===== config.mk =====
export PLATFORM = sky130hd
export DESIGN_NAME = sliding_window_sender
export DESIGN_NICKNAME = d
export VERILOG_FILES = /design/src/sws_pkg.sv /design/src/sws_ctrl.sv /design/src/sws_datapath.sv /design/src/sliding_window_sender.sv
export SDC_FILE = /design/constraint.sdc
export NUM_CORES = 2
export LEC_CHECK = 0
export BUFFER_PORTS_ARGS = -buffer_cell sky130_fd_sc_hd__buf_2
export CORE_UTILIZATION = 24
export CTS_CLUSTER_SIZE = 16
export DETAILED_ROUTE_END_ITERATION = 8
export GPL_ROUTABILITY_DRIVEN = 0
export PLACE_DENSITY_LB_ADDON = 0.3
export SKIP_LAST_GASP = 1
export SYNTH_ARGS = -nofsm -noshare
export SYNTH_HDL_FRONTEND = slang
export SYNTH_SLANG_ARGS = --single-unit

===== constraint.sdc =====
create_clock -name clk -period 20.9 [get_ports clk]
set_clock_uncertainty 0.15 [all_clocks]
set_input_delay 0 -clock clk [delete_from_list [all_inputs] [get_ports clk]]
set_output_delay 0 -clock clk [all_outputs]
set_load 0.1 [all_outputs]

===== src/sws_pkg.sv =====
// Shared types, codes and constants for the sliding-window sender.
// Used by sws_ctrl, sws_datapath and sliding_window_sender; no dependencies.
package sws_pkg;

  localparam int WINDOW_DEPTH_DEF = 16;

  localparam logic [1:0] KIND_NEW   = 2'd0;
  localparam logic [1:0] KIND_RESEND = 2'd1;
  localparam logic [1:0] KIND_FINAL = 2'd2;
  localparam logic [1:0] KIND_DONE  = 2'd3;

  localparam logic [1:0] REG_INIT_WINDOW  = 2'd0;
  localparam logic [1:0] REG_INIT_TIMEOUT = 2'd1;
  localparam logic [1:0] REG_TOTAL_SEGS   = 2'd2;

  localparam logic [25:0] INIT_TIMEOUT_RST = 26'd1000;
  localparam logic [4:0]  INIT_WINDOW_RST  = 5'd4;

  typedef struct packed {
    logic        op;
    logic [15:0] ack_seq;
    logic [31:0] now_ms;
  } in_t;

  typedef struct packed {
    logic [1:0]  kind;
    logic [15:0] seq;
    logic [4:0]  window_now;
    logic [31:0] timeout_now;
    logic        last;
  } out_t;

  typedef enum logic [3:0] {
    S_IDLE, S_START, S_M_RD, S_M_CHK, S_DIV_LD, S_DIV, S_D_RD, S_D_CHK,
    S_E_RD, S_E_CHK, S_FILL, S_CLOSE, S_FLUSH
  } state_t;

  typedef struct packed {
    logic accept;
    logic idx_clr;
    logic idx_inc;
    logic finish;
    logic take_sample;
    logic div_load;
    logic div_step;
    logic tmo_load;
    logic retire;
    logic expire;
    logic fill;
    logic close_seg;
    logic flush;
  } cmd_t;

  typedef struct packed {
    logic fin;
    logic op;
    logic ack_zero;
    logic idx_lt_cnt;
    logic match;
    logic seq_le;
    logic expired;
    logic fill_ok;
    logic close_ok;
    logic can_emit;
    logic can_flush;
    logic pend_v;
    logic div_done;
  } stat_t;

endpackage


===== src/sws_ctrl.sv =====
// Sequencer for the sliding-window sender: walks match, retire, expiry,
// fill and close phases. Depends on sws_pkg.
module sws_ctrl (
  input  logic           clk,
  input  logic           rst_n,
  input  logic           in_valid,
  output logic           in_ready,
  input  sws_pkg::stat_t st,
  output sws_pkg::cmd_t  cmd
);

  sws_pkg::state_t state_r, state_nxt;

  always_ff @(posedge clk) begin
    if (!rst_n) begin
      state_r <= sws_pkg::S_IDLE;
    end else begin
      state_r <= state_nxt;
    end
  end

  always_comb begin
    state_nxt = state_r;
    unique case (state_r)
      sws_pkg::S_IDLE:   if (in_valid) state_nxt = sws_pkg::S_START;
      sws_pkg::S_START: begin
        priority if (st.fin) state_nxt = sws_pkg::S_IDLE;
        else if (st.op && st.ack_zero) state_nxt = sws_pkg::S_FLUSH;
        else if (st.op) state_nxt = sws_pkg::S_M_RD;
        else state_nxt = sws_pkg::S_E_RD;
      end
      sws_pkg::S_M_RD:   state_nxt = st.idx_lt_cnt ? sws_pkg::S_M_CHK : sws_pkg::S_D_RD;
      sws_pkg::S_M_CHK:  state_nxt = st.match ? sws_pkg::S_DIV_LD : sws_pkg::S_M_RD;
      sws_pkg::S_DIV_LD: state_nxt = sws_pkg::S_DIV;
      sws_pkg::S_DIV:    if (st.div_done) state_nxt = sws_pkg::S_D_RD;
      sws_pkg::S_D_RD:   state_nxt = st.idx_lt_cnt ? sws_pkg::S_D_CHK : sws_pkg::S_E_RD;
      sws_pkg::S_D_CHK:  state_nxt = st.seq_le ? sws_pkg::S_D_RD : sws_pkg::S_E_RD;
      sws_pkg::S_E_RD:   state_nxt = st.idx_lt_cnt ? sws_pkg::S_E_CHK : sws_pkg::S_FILL;
      sws_pkg::S_E_CHK:  if (!st.expired || st.can_emit) state_nxt = sws_pkg::S_E_RD;
      sws_pkg::S_FILL:   if (!st.fill_ok) state_nxt = sws_pkg::S_CLOSE;
      sws_pkg::S_CLOSE:  if (!st.close_ok || st.can_emit) state_nxt = sws_pkg::S_FLUSH;
      sws_pkg::S_FLUSH:  if (!st.pend_v || st.can_flush) state_nxt = sws_pkg::S_IDLE;
      default:           state_nxt = sws_pkg::S_IDLE;
    endcase
  end

  always_comb begin
    cmd = '0;
    in_ready = 1'b0;
    unique case (state_r)
      sws_pkg::S_IDLE: begin
        in_ready = 1'b1;
        cmd.accept = in_valid;
        cmd.idx_clr = in_valid;
      end
      sws_pkg::S_START: cmd.finish = !st.fin && st.op && st.ack_zero;
      sws_pkg::S_M_RD: cmd.idx_clr = !st.idx_lt_cnt;
      sws_pkg::S_M_CHK: begin
        cmd.take_sample = st.match;
        cmd.idx_inc = !st.match;
      end
      sws_pkg::S_DIV_LD: cmd.div_load = 1'b1;
      sws_pkg::S_DIV: begin
        cmd.div_step = !st.div_done;
        cmd.tmo_load = st.div_done;
        cmd.idx_clr = st.div_done;
      end
      sws_pkg::S_D_RD: begin
        cmd.retire = !st.idx_lt_cnt;
        cmd.idx_clr = !st.idx_lt_cnt;
      end
      sws_pkg::S_D_CHK: begin
        cmd.idx_inc = st.seq_le;
        cmd.retire = !st.seq_le;
        cmd.idx_clr = !st.seq_le;
      end
      sws_pkg::S_E_RD: ;
      sws_pkg::S_E_CHK: begin
        cmd.expire = st.expired && st.can_emit;
        cmd.idx_inc = !st.expired || st.can_emit;
      end
      sws_pkg::S_FILL:  cmd.fill = st.fill_ok && st.can_emit;
      sws_pkg::S_CLOSE: cmd.close_seg = st.close_ok && st.can_emit;
      sws_pkg::S_FLUSH: cmd.flush = st.pend_v && st.can_flush;
      default: ;
    endcase
  end

endmodule


===== src/sws_datapath.sv =====
// Datapath of the sliding-window sender: config registers, window store,
// timeout divider and output staging. Depends on sws_pkg.
module sws_datapath #(
  parameter int WINDOW_DEPTH = sws_pkg::WINDOW_DEPTH_DEF
) (
  input  logic           clk,
  input  logic           rst_n,
  input  logic           psel,
  input  logic           penable,
  input  logic           pwrite,
  input  logic [3:0]     paddr,
  input  logic [31:0]    pwdata,
  output logic [31:0]    prdata,
  input  sws_pkg::in_t   in_data,
  output logic           out_valid,
  input  logic           out_ready,
  output sws_pkg::out_t  out_data,
  input  sws_pkg::cmd_t  cmd,
  output sws_pkg::stat_t st
);

  localparam int AW = (WINDOW_DEPTH > 1) ? $clog2(WINDOW_DEPTH) : 1;
  localparam int WW = $clog2(WINDOW_DEPTH + 1);
  localparam logic [WW:0]   DEPTH_X = (WW + 1)'(WINDOW_DEPTH);
  localparam logic [WW-1:0] DEPTH_C = WW'(WINDOW_DEPTH);

  logic [4:0]  iw_r;
  logic [25:0] it_r;
  logic [15:0] tot_r;

  logic [AW-1:0] head_r;
  logic [WW-1:0] count_r, idx_r, limit_r, limit_nxt;
  logic [31:0]   tmo_r, h0_r, h1_r, h2_r;
  logic [16:0]   nseq_r;
  logic          active_r, fin_r;
  logic          op_r;
  logic [15:0]   ack_r;
  logic [31:0]   now_r;

  logic [34:0] dv_r;
  logic [31:0] z_r;
  logic [3:0]  k_r;
  logic [63:0] p_r;
  logic [5:0]  dcnt_r;

  logic [15:0] seq_mem [WINDOW_DEPTH];
  logic [31:0] time_mem [WINDOW_DEPTH];
  logic [15:0] rd_seq_r;
  logic [31:0] rd_time_r;

  logic          pend_v_r, out_v_r;
  sws_pkg::out_t pend_r, out_r;

  function automatic logic [AW-1:0] wrap(input logic [AW-1:0] base, input logic [WW-1:0] off);
    logic [WW:0] s;
    s = {{(WW + 1 - AW){1'b0}}, base} + {1'b0, off};
    if (s >= DEPTH_X) s = s - DEPTH_X;
    return s[AW-1:0];
  endfunction

  function automatic logic [WW-1:0] clamp_w(input logic [4:0] w);
    logic [WW+4:0] e;
    e = {{WW{1'b0}}, w};
    if (e == '0) return WW'(1);
    if (e > (WW + 5)'(WINDOW_DEPTH)) return DEPTH_C;
    return e[WW-1:0];
  endfunction

  // divide by 3 through reciprocal 171/512, exact for limits up to 256
  function automatic logic [WW-1:0] div3(input logic [WW-1:0] w);
    logic [WW+8:0] p;
    p = (WW + 9)'(w) * (WW + 9)'(171);
    return p[WW+8:9];
  endfunction

  function automatic logic [4:0] win5(input logic [WW-1:0] w);
    logic [WW+4:0] e;
    e = {5'b0, w};
    return e[4:0];
  endfunction

  // config port
  logic       wr_cfg;
  logic [1:0] cidx;
  logic [25:0] it_w;
  assign wr_cfg = psel && penable && pwrite;
  assign cidx = paddr[3:2];
  assign it_w = (pwdata[25:0] == '0) ? 26'd1 : pwdata[25:0];

  always_comb begin
    unique case (cidx)
      sws_pkg::REG_INIT_WINDOW:  prdata = {27'b0, iw_r};
      sws_pkg::REG_INIT_TIMEOUT: prdata = {6'b0, it_r};
      sws_pkg::REG_TOTAL_SEGS:   prdata = {16'b0, tot_r};
      default:                   prdata = '0;
    endcase
  end

  // window store
  logic [AW-1:0] rd_addr, wr_addr;
  logic          wr_time_en, wr_seq_en;
  logic [15:0]   wr_seq;
  assign rd_addr = wrap(head_r, idx_r);

  always_comb begin
    wr_time_en = cmd.expire || cmd.fill || cmd.close_seg;
    wr_seq_en  = cmd.fill || cmd.close_seg;
    wr_seq     = cmd.fill ? nseq_r[15:0] : 16'd0;
    priority if (cmd.fill) wr_addr = wrap(head_r, count_r);
    else if (cmd.close_seg) wr_addr = head_r;
    else wr_addr = rd_addr;
  end

  always_ff @(posedge clk) begin
    if (wr_time_en) time_mem[wr_addr] <= now_r;
    if (wr_seq_en) seq_mem[wr_addr] <= wr_seq;
    rd_seq_r  <= seq_mem[rd_addr];
    rd_time_r <= time_mem[rd_addr];
  end

  // timeout arithmetic: 13*sum/16 first, then divide by 5 using
  // 2^32 - 1 = 5 * 858993459 to fold the top bits, and a 32-bit reciprocal
  logic [31:0] age;
  logic [34:0] sum;
  logic [38:0] prod;
  logic [32:0] y5;
  logic [31:0] z5;
  logic [3:0]  k5;
  logic [34:0] q5;
  assign age  = now_r - rd_time_r;
  assign sum  = {2'b0, h0_r, 1'b0} + ({3'b0, h1_r} << 2) + {3'b0, h1_r} + {3'b0, h2_r};
  assign prod = ({4'b0, sum} << 3) + ({4'b0, sum} << 2) + {4'b0, sum};
  assign y5   = {1'b0, dv_r[31:0]} + {30'b0, dv_r[34:32]};
  assign z5   = y5[31:0] + {31'b0, y5[32]};
  assign k5   = {1'b0, dv_r[34:32]} + {3'b0, y5[32]};
  assign q5   = {31'b0, k_r} * 35'd858993459 + {5'b0, p_r[63:34]};

  always_comb begin
    limit_nxt = limit_r;
    if (cmd.retire && limit_r < DEPTH_C) limit_nxt = limit_r + WW'(1);
    if (cmd.expire) begin
      limit_nxt = div3(limit_r);
      if (limit_nxt == '0) limit_nxt = WW'(1);
    end
  end

  // output staging: one pending beat, released when the next one appears or on a flush
  sws_pkg::out_t newr;
  logic          emit;
  always_comb begin
    emit = cmd.finish || cmd.expire || cmd.fill || cmd.close_seg;
    newr.window_now  = win5(limit_nxt);
    newr.timeout_now = tmo_r;
    newr.last        = 1'b0;
    priority if (cmd.finish) begin
      newr.kind = sws_pkg::KIND_DONE;   newr.seq = '0;
    end else if (cmd.expire) begin
      newr.kind = sws_pkg::KIND_RESEND; newr.seq = rd_seq_r;
    end else if (cmd.fill) begin
      newr.kind = sws_pkg::KIND_NEW;    newr.seq = nseq_r[15:0];
    end else begin
      newr.kind = sws_pkg::KIND_FINAL;  newr.seq = '0;
    end
  end

  always_ff @(posedge clk) begin
    if (!rst_n) begin
      iw_r <= sws_pkg::INIT_WINDOW_RST;
      it_r <= sws_pkg::INIT_TIMEOUT_RST;
      tot_r <= '0;
      limit_r <= clamp_w(sws_pkg::INIT_WINDOW_RST);
      tmo_r <= {6'b0, sws_pkg::INIT_TIMEOUT_RST};
      h0_r <= {6'b0, sws_pkg::INIT_TIMEOUT_RST};
      h1_r <= {6'b0, sws_pkg::INIT_TIMEOUT_RST};
      h2_r <= {6'b0, sws_pkg::INIT_TIMEOUT_RST};
      head_r <= '0;
      count_r <= '0;
      idx_r <= '0;
      nseq_r <= 17'd1;
      active_r <= 1'b1;
      fin_r <= 1'b0;
      dcnt_r <= '0;
      pend_v_r <= 1'b0;
      out_v_r <= 1'b0;
    end else begin
      if (wr_cfg) begin
        unique case (cidx)
          sws_pkg::REG_INIT_WINDOW: begin
            iw_r <= pwdata[4:0];
            limit_r <= clamp_w(pwdata[4:0]);
          end
          sws_pkg::REG_INIT_TIMEOUT: begin
            it_r <= pwdata[25:0];
            tmo_r <= {6'b0, it_w};
            h0_r <= {6'b0, it_w};
            h1_r <= {6'b0, it_w};
            h2_r <= {6'b0, it_w};
          end
          sws_pkg::REG_TOTAL_SEGS: tot_r <= pwdata[15:0];
          default: ;
        endcase
      end else begin
        limit_r <= limit_nxt;
      end

      if (cmd.idx_clr) idx_r <= '0;
      else if (cmd.idx_inc) idx_r <= idx_r + WW'(1);

      if (cmd.finish) fin_r <= 1'b1;

      if (cmd.take_sample) begin
        h0_r <= age;
        h1_r <= h0_r;
        h2_r <= h1_r;
      end
      if (cmd.div_load) begin
        dv_r <= prod[38:4];
        dcnt_r <= 6'd2;
      end else if (cmd.div_step) begin
        dcnt_r <= dcnt_r - 6'd1;
        if (dcnt_r == 6'd2) begin
          z_r <= z5;
          k_r <= k5;
        end else begin
          p_r <= 64'(z_r) * 64'(32'hCCCC_CCCD);
        end
      end
      if (cmd.tmo_load) begin
        priority if (q5 == '0) tmo_r <= 32'd1;
        else if (q5[34:32] != '0) tmo_r <= '1;
        else tmo_r <= q5[31:0];
      end

      if (cmd.retire) begin
        head_r <= rd_addr;
        count_r <= count_r - idx_r;
      end
      if (cmd.fill) begin
        count_r <= count_r + WW'(1);
        nseq_r <= nseq_r + 17'd1;
      end
      if (cmd.close_seg) begin
        count_r <= WW'(1);
        active_r <= 1'b0;
      end

      // output beats
      if (cmd.flush || (emit && pend_v_r)) out_v_r <= 1'b1;
      else if (out_v_r && out_ready) out_v_r <= 1'b0;
      if (emit) pend_v_r <= 1'b1;
      else if (cmd.flush) pend_v_r <= 1'b0;
    end
  end

  always_ff @(posedge clk) begin
    if (cmd.accept) begin
      op_r <= in_data.op;
      ack_r <= in_data.ack_seq;
      now_r <= in_data.now_ms;
    end
    if (emit) pend_r <= newr;
    if (emit && pend_v_r) out_r <= pend_r;
    if (cmd.flush) out_r <= {pend_r[$bits(sws_pkg::out_t)-1:1], 1'b1};
  end

  assign out_valid = out_v_r;
  assign out_data  = out_r;

  assign st.fin        = fin_r;
  assign st.op         = op_r;
  assign st.ack_zero   = (ack_r == '0);
  assign st.idx_lt_cnt = (idx_r < count_r);
  assign st.match      = (rd_seq_r == ack_r);
  assign st.seq_le     = (rd_seq_r <= ack_r);
  assign st.expired    = (age > tmo_r);
  assign st.fill_ok    = (count_r < limit_r) && (count_r < DEPTH_C) && (nseq_r <= {1'b0, tot_r});
  assign st.close_ok   = active_r && (nseq_r > {1'b0, tot_r}) && (count_r == '0);
  assign st.can_emit   = !pend_v_r || !out_v_r || out_ready;
  assign st.can_flush  = !out_v_r || out_ready;
  assign st.pend_v     = pend_v_r;
  assign st.div_done   = (dcnt_r == '0);

endmodule


===== src/sliding_window_sender.sv =====
// Top level of the sliding-window sender: controller plus datapath.
// Depends on sws_pkg, sws_ctrl and sws_datapath.
//
// Usage: each input beat on in_* is a time tick (op 0) or an ack (op 1)
// stamped with now_ms. The block answers with zero or more result beats
// on out_* (new send, resend, final segment 0, transfer done); the last
// beat of a step carries last = 1. in_ready is high only while idle, so
// one step is processed at a time.
// Steps: accept and decode; then the match, retire and expiry scans, each
// visiting entries through a read state and a check state (single
// registered read port on the window store) until a read ends it; a
// matching ack adds the timeout update (scale by 13/16, then divide by 5
// via a folded reciprocal multiply); the fill phase then issues new sends,
// followed by the close check and a flush of the last beat.
// Results pass through a pending register and an output register; when
// the receiver stalls, the sequencer holds in place until a slot frees.
// Reset (rst_n low, synchronous) empties the window, reloads window limit
// and timeout from the reset register values, and clears finished.
module sliding_window_sender #(
  parameter int WINDOW_DEPTH = sws_pkg::WINDOW_DEPTH_DEF
) (
  input  logic          clk,
  input  logic          rst_n,
  input  logic          psel,
  input  logic          penable,
  input  logic          pwrite,
  input  logic [3:0]    paddr,
  input  logic [31:0]   pwdata,
  output logic [31:0]   prdata,
  output logic          pready,
  input  logic          in_valid,
  output logic          in_ready,
  input  sws_pkg::in_t  in_data,
  output logic          out_valid,
  input  logic          out_ready,
  output sws_pkg::out_t out_data
);

  sws_pkg::cmd_t  cmd;
  sws_pkg::stat_t st;

  // writes never wait; user must write config over this port while idle, not enforced
  assign pready = 1'b1;

  sws_ctrl u_ctrl (
    .clk      (clk),
    .rst_n    (rst_n),
    .in_valid (in_valid),
    .in_ready (in_ready),
    .st       (st),
    .cmd      (cmd)
  );

  sws_datapath #(
    .WINDOW_DEPTH (WINDOW_DEPTH)
  ) u_dp (
    .clk       (clk),
    .rst_n     (rst_n),
    .psel      (psel),
    .penable   (penable),
    .pwrite    (pwrite),
    .paddr     (paddr),
    .pwdata    (pwdata),
    .prdata    (prdata),
    .in_data   (in_data),
    .out_valid (out_valid),
    .out_ready (out_ready),
    .out_data  (out_data),
    .cmd       (cmd),
    .st        (st)
  );

endmodule


==> flow_summary.yaml <==
outcome:
  status: "completed"
setup_path:
  crit_path_start_kind: "register"
  cpPeakStageDelay_ns: 0.91
  crit_arrival_ns: 10.02
  crit_slowest_cell: "a2111oi_2"
  cpMostUsedCell: "fa_1"
  crit_required_ns: 21.29
  crit_family: "adder cells"
  cp_num_buf_inv: 4
  cp_max_fo: 7
  end_kind: "register"
  crit_type: "reg2reg"
  path_cells: "ha_1 -> inv_1 -> fa_1 -> inv_1 -> fa_1 -> inv_1 -> fa_1 -> inv_1 -> fa_1 -> fa_1 -> fa_1 -> fa_1 -> ha_1 -> nand2_1 -> o211ai_1 -> a31oi_1 -> a2111oi_2 -> a211oi_1 -> a211oi_1 -> a31oi_1 -> o21ai_0 -> a21oi_1 -> o21bai_1 -> xnor2_1"
cts:
  htreeDepth: 4
  cts_buffers: 146
  cts_root_buf: "clkbuf_16"
  cts_tree: "yes"
  cts_resized: 0
  clkTransAtPathRegs_ns: 0.06
  clk_latency_ns: 0.82
  post-cts-setup-buffer-count: 0
  clock_path_buffers: 3
  cts.sinks: 1302
timing:
  finalHoldViolCount: 0
  relSlewSlack_pct: 16.9
  finalSetupViolCount: 0
  drv_slew: 0
  rsz0062_at_grt: "no"
  fmax_ghz: 0.104
  min_period_over_period_pct: 46.1
  setup_tns_ns: 0
  fin_crit_ns: 9.63
  tightest_slew_ns: 1.24
synth:
  synth_edf_count: 1028
  ys.flop_type: "edfxtp_1"
  ys_types: 80
  ys_seq_area_share_pct: 46.3
  ys_ff_latch: 1302
  postSynthCellCount: 6376
  yosys_warnings: 0
  synth.cell_area_sq_um: 78500
  postSynthAreaPerCell_sq_um: 12.3
  async_flop_share_pct: 0
die:
  io_pins: 183
  start_util_pct: 24.2
  rows: 209
  fp.dieArea_sq_um: 330000
  die_h_um: 574
  die_x_um: 574
  core_sq_um: 325000
finish:
  final_util_pct: 28.1
  final_cells: 11200
  final_cell_area_sq_um: 91200
  fill_cells: 33300
  seqCellArea_sq_um: 36400
  multiInputGateArea_sq_um: 38200
  area_delta_synth_final_pct: 16.1
  layout-drive-gt1-share_pct: 10.6
  nets: 7913
routing:
  avgRoutedWirePerCell_um: 19.6
  drtAntennaViolNets: 0
  drt_iter0_drc: 3044
  vias: 50100
  remaining_drc_errors: 0
  wirelength_um: 219000
  drtPass1Iterations: 8
  via_per_inst: 4.49
global_routing:
  grt_usage_pct: 13.1
  antenna_found_initial: 9
  grt-ovfl-total: 0
  first_global_vias: 51800
  grt_pass1_wl_um: 330000
  grt_max_degree: 119
min_path:
  worstHoldPathType: "in2reg"
power_and_ir_drop:
  ir_drop_mv: 0.0919
  p_leak_nw: 35.7
  p_per_area_nw_per_um2: 77.2
place:
  port_buffers: 167
  dpl-instance-area_sq_um: 84700
  post-place-cells: 10700
  dp_hpwl_um: 155000
run:
  cap_violations: 0
-- final timing paths --
path	cells after the start	endpoint	slack, ns	start
worst min-delay path	5	u_dp.limit_r[3]$_SDFFE_PN0P_	0.08	pwdata[3]
worst max register to register	24	u_dp.p_r[63]$_DFFE_PP_	11.27	u_dp.z_r[8]$_DFFE_PP_
worst min register to register	2	u_dp.active_r$_SDFFE_PN1P_	0.30	u_dp.active_r$_SDFFE_PN1P_
worst max-delay path	24	u_dp.p_r[63]$_DFFE_PP_	11.27	u_dp.z_r[8]$_DFFE_PP_
-- synth_stat cells (133+ instances only) --
cell | number | share of area [%]
edfxtp_1 | 1028 | 39
nand2_1 | 397 | 1.9
fa_1 | 506 | 13
ha_1 | 616 | 9.8
and2_1 | 147 | 1.2
inv_1 | 909 | 4.3
clkbuf_1 | 185 | 0.88
dfxtp_1 | 274 | 7.0
mux4_2 | 192 | 5.5
a21o_1 | 133 | 1.3
nor2_1 | 270 | 1.3
o21ai_0 | 172 | 1.1
a21oi_1 | 312 | 2.0
xnor2_1 | 169 | 1.9
-- layer usage --
layer	vias to the layer above	routed length, um	track usage (%)
li1	23200	-	-
met1	25400	96300	17.1
met2	1205	107000	22.4
met3	306	9600	1.85
met4	2	6210	3.95
met5	-	14	0
-- kinds of logic after synthesis --
family,count (synthesis),synth area share (%)
other,2,0.00956
AO/OA/AOI/OAI,1097,9.11
multiplexers,214,5.80
AND/OR/NAND/NOR,1233,7.55
XOR/XNOR,274,3.07
adder cells (fa/ha/maj),1122,22.7
buffers and inverters,1132,5.47
flip-flops,1302,46.3
-- tightest hold or removal path, cell delays in order --
cell and delay [ns]:
dlygate4sd3_1 0.52, buf_2 0.17, nand3b_1 0.10, o211ai_1 0.08
o211a_1 0.12
-- per-stage QoR --
| step | hold slack, ns | setup WS [ns] | total power [mW] |
|---|---|---|---|
| floorplan | -0.0511 | 13.64 | 3.95 |
| global placement | 0.0267 | 11.05 | 4.47 |
| detailed placement | 0.0281 | 11.16 | 4.50 |
| CTS | 0.0219 | 11.07 | 7.12 |
| global route | 0.0467 | 10.76 | 7.34 |
| finish | 0.0820 | 11.27 | 7.04 |
-- area by class of cell --
class	instances	area share, %
Multi-Input combinational cell	3947	41.9
Sequential cell	1302	39.9
Tap cell	4325	5.94
Clock buffer	197	4.41
Inverter	909	3.75
Timing Repair Buffer	393	3.24
Clock inverter	76	0.910
Antenna cell	6	0.0165
-- what timing repair did --
action / CTS / global route
hold buffers: 157 / 0
hold endpoints to repair: 244 / 0
endpoints found under the setup margin: 0 / 0
-- layout by cell type (no fill, tap or decap), types with 25 or more instances in the layout --
| master | count |
|---|---|
| o21a_1 | 39 |
| buf_2 | 167 |
| nor3_1 | 57 |
| o21ai_0 | 171 |
| and2_1 | 145 |
| xor2_1 | 103 |
| mux4_2 | 192 |
| and3_1 | 34 |
| xnor2_1 | 167 |
| o211ai_1 | 61 |
| nand3_1 | 97 |
| dfxtp_1 | 274 |
| buf_4 | 67 |
| a21o_1 | 133 |
| o21bai_1 | 41 |
| inv_1 | 908 |
| nor4_1 | 33 |
| clkinv_2 | 25 |
| fa_1 | 505 |
| clkbuf_1 | 35 |
| nor2_1 | 261 |
| ha_1 | 615 |
| a21oi_1 | 312 |
| edfxtp_1 | 1028 |
| nand4_1 | 52 |
| nor2b_1 | 36 |
| clkbuf_16 | 147 |
| a31oi_1 | 74 |
| nand2_1 | 395 |
| dlygate4sd3_1 | 157 |
| a211oi_1 | 92 |
-- sequential cells by signal (all words and copies together) (netlist names), 6 cells and up --
| signal | count |
|---|---|
| u_dp.time_mem | 512 |
| u_dp.nseq_r | 17 |
| u_dp.h1_r | 32 |
| u_dp.h0_r | 32 |
| u_dp.ack_r | 16 |
| u_dp.rd_seq_r | 16 |
| u_dp.p_r | 30 |
| u_dp.h2_r | 32 |
| u_dp.it_r | 26 |
| u_dp.z_r | 32 |
| u_dp.seq_mem | 256 |
| u_dp.pend_r | 55 |
| u_dp.rd_time_r | 32 |
| u_dp.tmo_r | 32 |
| u_dp.tot_r | 16 |
| u_dp.now_r | 32 |
| u_dp.dcnt_r | 6 |
| u_dp.dv_r | 35 |
| u_dp.out_data | 56 |
-- report_power, final --
part           internal (mW)  switching (mW)
Sequential              2.97           0.136
Combinational          0.488           0.875
Clock                   1.47            1.10
Power figures use the tool's default switching activity.
